--- config.mk ---
export PLATFORM = sky130hd
export DESIGN_NAME = sat_cell
export DESIGN_NICKNAME = d
export VERILOG_FILES = /design/src/design/sat_pkg.sv /design/src/design/sat_cell.sv
export SDC_FILE = /design/constraint.sdc
export NUM_CORES = 1
export LEC_CHECK = 0
export ABC_AREA = 1
export BUFFER_PORTS_ARGS = -buffer_cell sky130_fd_sc_hd__buf_2
export CAP_MARGIN = 20
export CORE_MARGIN = 2
export CORE_UTILIZATION = 42
export DETAILED_ROUTE_END_ITERATION = 16
export GPL_ROUTABILITY_DRIVEN = 0
export GPL_TIMING_DRIVEN = 0
export PLACE_DENSITY = 0.77
export SETUP_SLACK_MARGIN = 0.2
export SYNTH_ARGS = -nofsm -noshare
export SYNTH_HDL_FRONTEND = slang
export SYNTH_SLANG_ARGS = --single-unit
--- constraint.sdc ---
create_clock -name clk_i -period 3 [get_ports clk_i]
set_clock_uncertainty 0.1 [all_clocks]
set_input_delay 0.3 -clock clk_i [delete_from_list [all_inputs] [get_ports clk_i]]
set_output_delay 0.3 -clock clk_i [all_outputs]
set_load 0.1 [all_outputs]
--- src/design/sat_pkg.sv ---
`timescale 1ns / 1ps

package sat_pkg;

  // Defaults for the top-level parameters.
  localparam int unsigned CAPACITY_DEF  = 64;
  localparam int unsigned KEY_WIDTH_DEF = 32;

  // Fixed widths of the item fields.
  localparam int unsigned MODE_W   = 3;
  localparam int unsigned KEY_W    = 32;
  localparam int unsigned VALUE_W  = 32;
  localparam int unsigned COUNT_W  = 7;
  localparam int unsigned STATUS_W = 2;

  typedef enum logic [MODE_W-1:0] {
    MODE_INSERT = 3'd0,
    MODE_DELETE = 3'd1,
    MODE_LOOKUP = 3'd2,
    MODE_CLEAR  = 3'd3,
    MODE_REWIND = 3'd4,
    MODE_NEXT   = 3'd5
  } mode_e;

  typedef enum logic [STATUS_W-1:0] {
    STATUS_OK       = 2'd0,
    STATUS_FULL     = 2'd1,
    STATUS_ABSENT   = 2'd2,
    STATUS_PAST_END = 2'd3
  } status_e;

  typedef enum logic {
    ST_IDLE,
    ST_EXEC
  } state_e;

  typedef struct packed {
    logic [MODE_W-1:0] mode;
    logic [KEY_W-1:0]  key;
  } in_item_t;

  typedef struct packed {
    logic                found;
    logic [VALUE_W-1:0]  value;
    logic [COUNT_W-1:0]  count;
    logic                full_res;
    logic [STATUS_W-1:0] status;
  } out_item_t;

  // Update command broadcast to every cell.
  typedef struct packed {
    logic ins_en;
    logic del_en;
  } cell_cmd_t;

  // Compare flags that each cell reports.
  typedef struct packed {
    logic gt;  // cell is occupied and the search key is above its entry
    logic eq;  // cell is occupied and its entry equals the search key
  } cell_flag_t;

endpackage

--- src/design/sat_cell.sv ---
`timescale 1ns / 1ps

// One slot of the sorted table. It compares its entry with the broadcast key
// and, on insert or delete, either keeps its entry, takes the new key, or
// takes the entry of its left or right neighbor.
module sat_cell #(
  parameter int unsigned KEY_WIDTH = sat_pkg::KEY_WIDTH_DEF
) (
  input  logic                  clk_i,
  input  logic [KEY_WIDTH-1:0]  key_i,
  input  sat_pkg::cell_cmd_t    cmd_i,
  input  logic                  occupied_i,
  input  logic [KEY_WIDTH-1:0]  left_key_i,
  input  logic                  left_gt_i,
  input  logic [KEY_WIDTH-1:0]  right_key_i,
  output logic [KEY_WIDTH-1:0]  key_o,
  output sat_pkg::cell_flag_t   flag_o
);

  logic [KEY_WIDTH-1:0] entry_q, entry_d;

  always_comb begin
    flag_o.gt = occupied_i && (key_i > entry_q);
    flag_o.eq = occupied_i && (key_i == entry_q);
  end

  // Sorted order means the cells with gt set form a prefix. On insert the
  // first cell outside that prefix takes the key and the rest shift up. On
  // delete every cell outside the prefix takes its right neighbor, which
  // removes the first equal entry.
  always_comb begin
    entry_d = entry_q;
    if (cmd_i.ins_en && !flag_o.gt) begin
      entry_d = left_gt_i ? key_i : left_key_i;
    end else if (cmd_i.del_en && !flag_o.gt) begin
      entry_d = right_key_i;
    end
  end

  always_ff @(posedge clk_i) begin
    entry_q <= entry_d;
  end

  assign key_o = entry_q;

endmodule

==> impl_metrics.toml <==
[worst_setup_path]
endpoint = "flag_o[1]"
r2r_start = "key_o[25]$_DFFE_PP_"
cp.arrival_ns = 2.23
rr_worst_depth = 11
r2r_setup_slack_ns = 0.45
path_class = "flop to primary output"
cp_max_fo = 7
critical_path_required_ns = 2.60
cp-startpoint = "key_o[31]$_DFFE_PP_"
worstSetupStartpointType = "flop"
cp-end-kind = "primary output"
r2r_end = "key_o[10]$_DFFE_PP_"

[routing]
first_pass_iters = 4
dr_total_vias = 2630
dr.first_iter.drc_count = 69
avgRoutedWirePerCell_um = 13.7
drt-total-wl_um = 7430
postRouteAntennaNets = 0
remaining_drc_errors = 0
viasPerCell = 4.84

[global_route]
gr-total-overflow = 0
top_usage_layer = "met2"
use_met2_pct = 40.0
grt_antenna_before_repair = 0
grt_pass1_vias = 2721
grt_pass1_wl_um = 12100
grt.met1_usage_pct = 24.1
use_met3_pct = 5.70
grt_usage_pct = 21.3
grt_start_max_net_pins = 17

[run]
maxCapViolations = 0

[power_and_ir_drop]
leakage_nw = 1.97
p_per_area_nw_per_um2 = 582
power_mw = 2.08
peakVddDrop_mv = 0.340

[yosys]
synth-seq-cells = 32
syn_nets = 459
yosys_warnings = 0
avgSynthCellArea_sq_um = 8.32
syn_area_sq_um = 2710
synth_seq_area_share_pct = 35.4
ys_types = 19
netlist_instances = 326

[clock_network]
clock_tree.buffer_depth = 2
clk_pin_slew_worst_paths_ns = 0.08
cts_made_buffers = 5
cts_root_buffer = "clkbuf_8"
clk_latency_ns = 0.28
cts_hold_buf = 0
cts_sinks = 32
htree_num_levels = 2
cts_tree = "yes"

[floorplan]
design.core.area_sq_um = 6310
placementRows = 29
dieWidth_um = 84.4
io-pin-count = 135
initial_core_util_pct = 43.0
die_area_sq_um = 7120
die_h_um = 84.4

[final_layout]
largest_reg_flops = 32
fin_cells = 543
area_delta_synth_final_pct = 31.8
diodes = 0
fin_nets = 599
final_layout_size_suffix_gt1_share_pct = 39.9

[timing]
setup_viol = 0
rsz0062_at_grt = "false"
slew_viol_final = 0
finalCritPeriodShare_pct = 87.5
max_slew_margin_pct = 54.6
worst_pin_slew_ns = 0.681
hold_violations = 0
tns_ns = 0
fin_crit_ns = 2.63
max_freq_ghz = 0.381

[status]
status = "complete, no violations"

[place]
port_buffers = 132
dp_hpwl_um = 5760
dp_cells = 535

[min_path]
hp-class = "primary input to flop"
==> stage by stage <==
stage	util, %	worst slack [ns]	instance area (sq um)	hold WS (ns)
6_report	56.6	0.375	3580	0.180
5_1_grt	56.6	0.212	3580	0.184
4_1_cts	56.6	0.213	3570	0.176
3_5_place_dp	55.2	0.119	3480	0.467
3_3_place_gp	55.2	0.171	3480	0.462
2_1_floorplan	-	-0.515	2730	0.379
==> per-layer routing <==
layer	wire, um	part of all wire, %
met5	0	0
met1	3080	41
met3	550	7.4
met2	3740	50
met4	58	0.78
==> logic make-up after synthesis <==
group / Yosys count / share of synthesized area (%)
buf+inv: 56 / 8.99
fa+ha+maj: 32 / 14.8
simple gates: 156 / 24.3
mux: 31 / 12.9
flops: 32 / 35.4
compound gates: 19 / 3.69
==> cell usage in the layout (no fill, tap or decap), types with 2 or more instances in the layout <==
master	synthesis	layout
buf_4	2	3
o21ai_0	2	2
buf_6	3	3
buf_2	3	134
mux2_2	31	31
inv_1	42	42
ha_1	32	32
nor2_2	3	3
nor2_4	0	3
nand4_1	2	2
clkbuf_8	0	5
a21oi_1	15	15
clkbuf_1	6	7
nor2_1	13	11
nand2_4	2	2
nand3_1	34	34
nand2_1	101	101
edfxtp_1	32	32
==> critical path, stage by stage, from the launching register on <==
cell	delay (ns)
edfxtp_1	0.35
inv_1	0.05
ha_1	0.28
nand2_1	0.08
nor2_2	0.13
nand2_1	0.11
nor2_2	0.17
nand2_1	0.08
nand2_2	0.07
nand2_4	0.08
inv_1	0.20
buf_4	0.34
==> cell type report <==
| class | instances | area [sq um] |
|---|---|---|
| fillers | 608 | 2740 |
| multi-input cells | 239 | 1530 |
| flip-flops and latches | 32 | 961 |
| repair buffers | 132 | 663 |
| inverters | 42 | 158 |
| well taps | 77 | 96.3 |
| plain buffers | 14 | 86.3 |
| clock buffers | 6 | 72.6 |
| clock inverters | 1 | 5.00 |
==> how the worst min path moves through the flow <==
stage / startpoint / to / slack [ns] / cells after the start
3_3_place_gp: right_key_i[19] / key_o[19]$_DFFE_PP_ / 0.46 / 3
2_1_floorplan: right_key_i[0] / key_o[0]$_DFFE_PP_ / 0.38 / 2
5_1_grt: right_key_i[29] / key_o[29]$_DFFE_PP_ / 0.18 / 3
4_1_cts: right_key_i[19] / key_o[19]$_DFFE_PP_ / 0.18 / 3
6_report: right_key_i[18] / key_o[18]$_DFFE_PP_ / 0.18 / 3
3_5_place_dp: right_key_i[19] / key_o[19]$_DFFE_PP_ / 0.47 / 3
==> timing repair <==
item,CTS,global route
buffers inserted,0,0
pin swaps,1,0
cloned,1,0
setup endpoints to repair,32,1
resized for setup,1,2
==> Yosys cell counts <==
cell type / count / area share (%)
nand2_1: 101 / 14
inv_1: 42 / 5.8
nand3_1: 34 / 6.3
edfxtp_1: 32 / 35
ha_1: 32 / 15
mux2_2: 31 / 13
a21oi_1: 15 / 2.8
nor2_1: 13 / 1.8
clkbuf_1: 6 / 0.83
buf_2: 3 / 0.55
buf_6: 3 / 1.2
nor2_2: 3 / 0.69
buf_4: 2 / 0.55
nand2_4: 2 / 0.83
nand4_1: 2 / 0.46
o21ai_0: 2 / 0.37
a21o_1: 1 / 0.28
nand2_2: 1 / 0.23
o21a_1: 1 / 0.28
==> where the power goes <==
group,internal [mW],switching [mW],leakage [nW],total [mW]
sequential,0.595,0.0336,0.322,0.628
clock,0.158,0.168,0.0410,0.326
combinational,0.270,0.856,1.60,1.13
total,1.02,1.06,1.97,2.08
(Power assumes the default switching activity.)
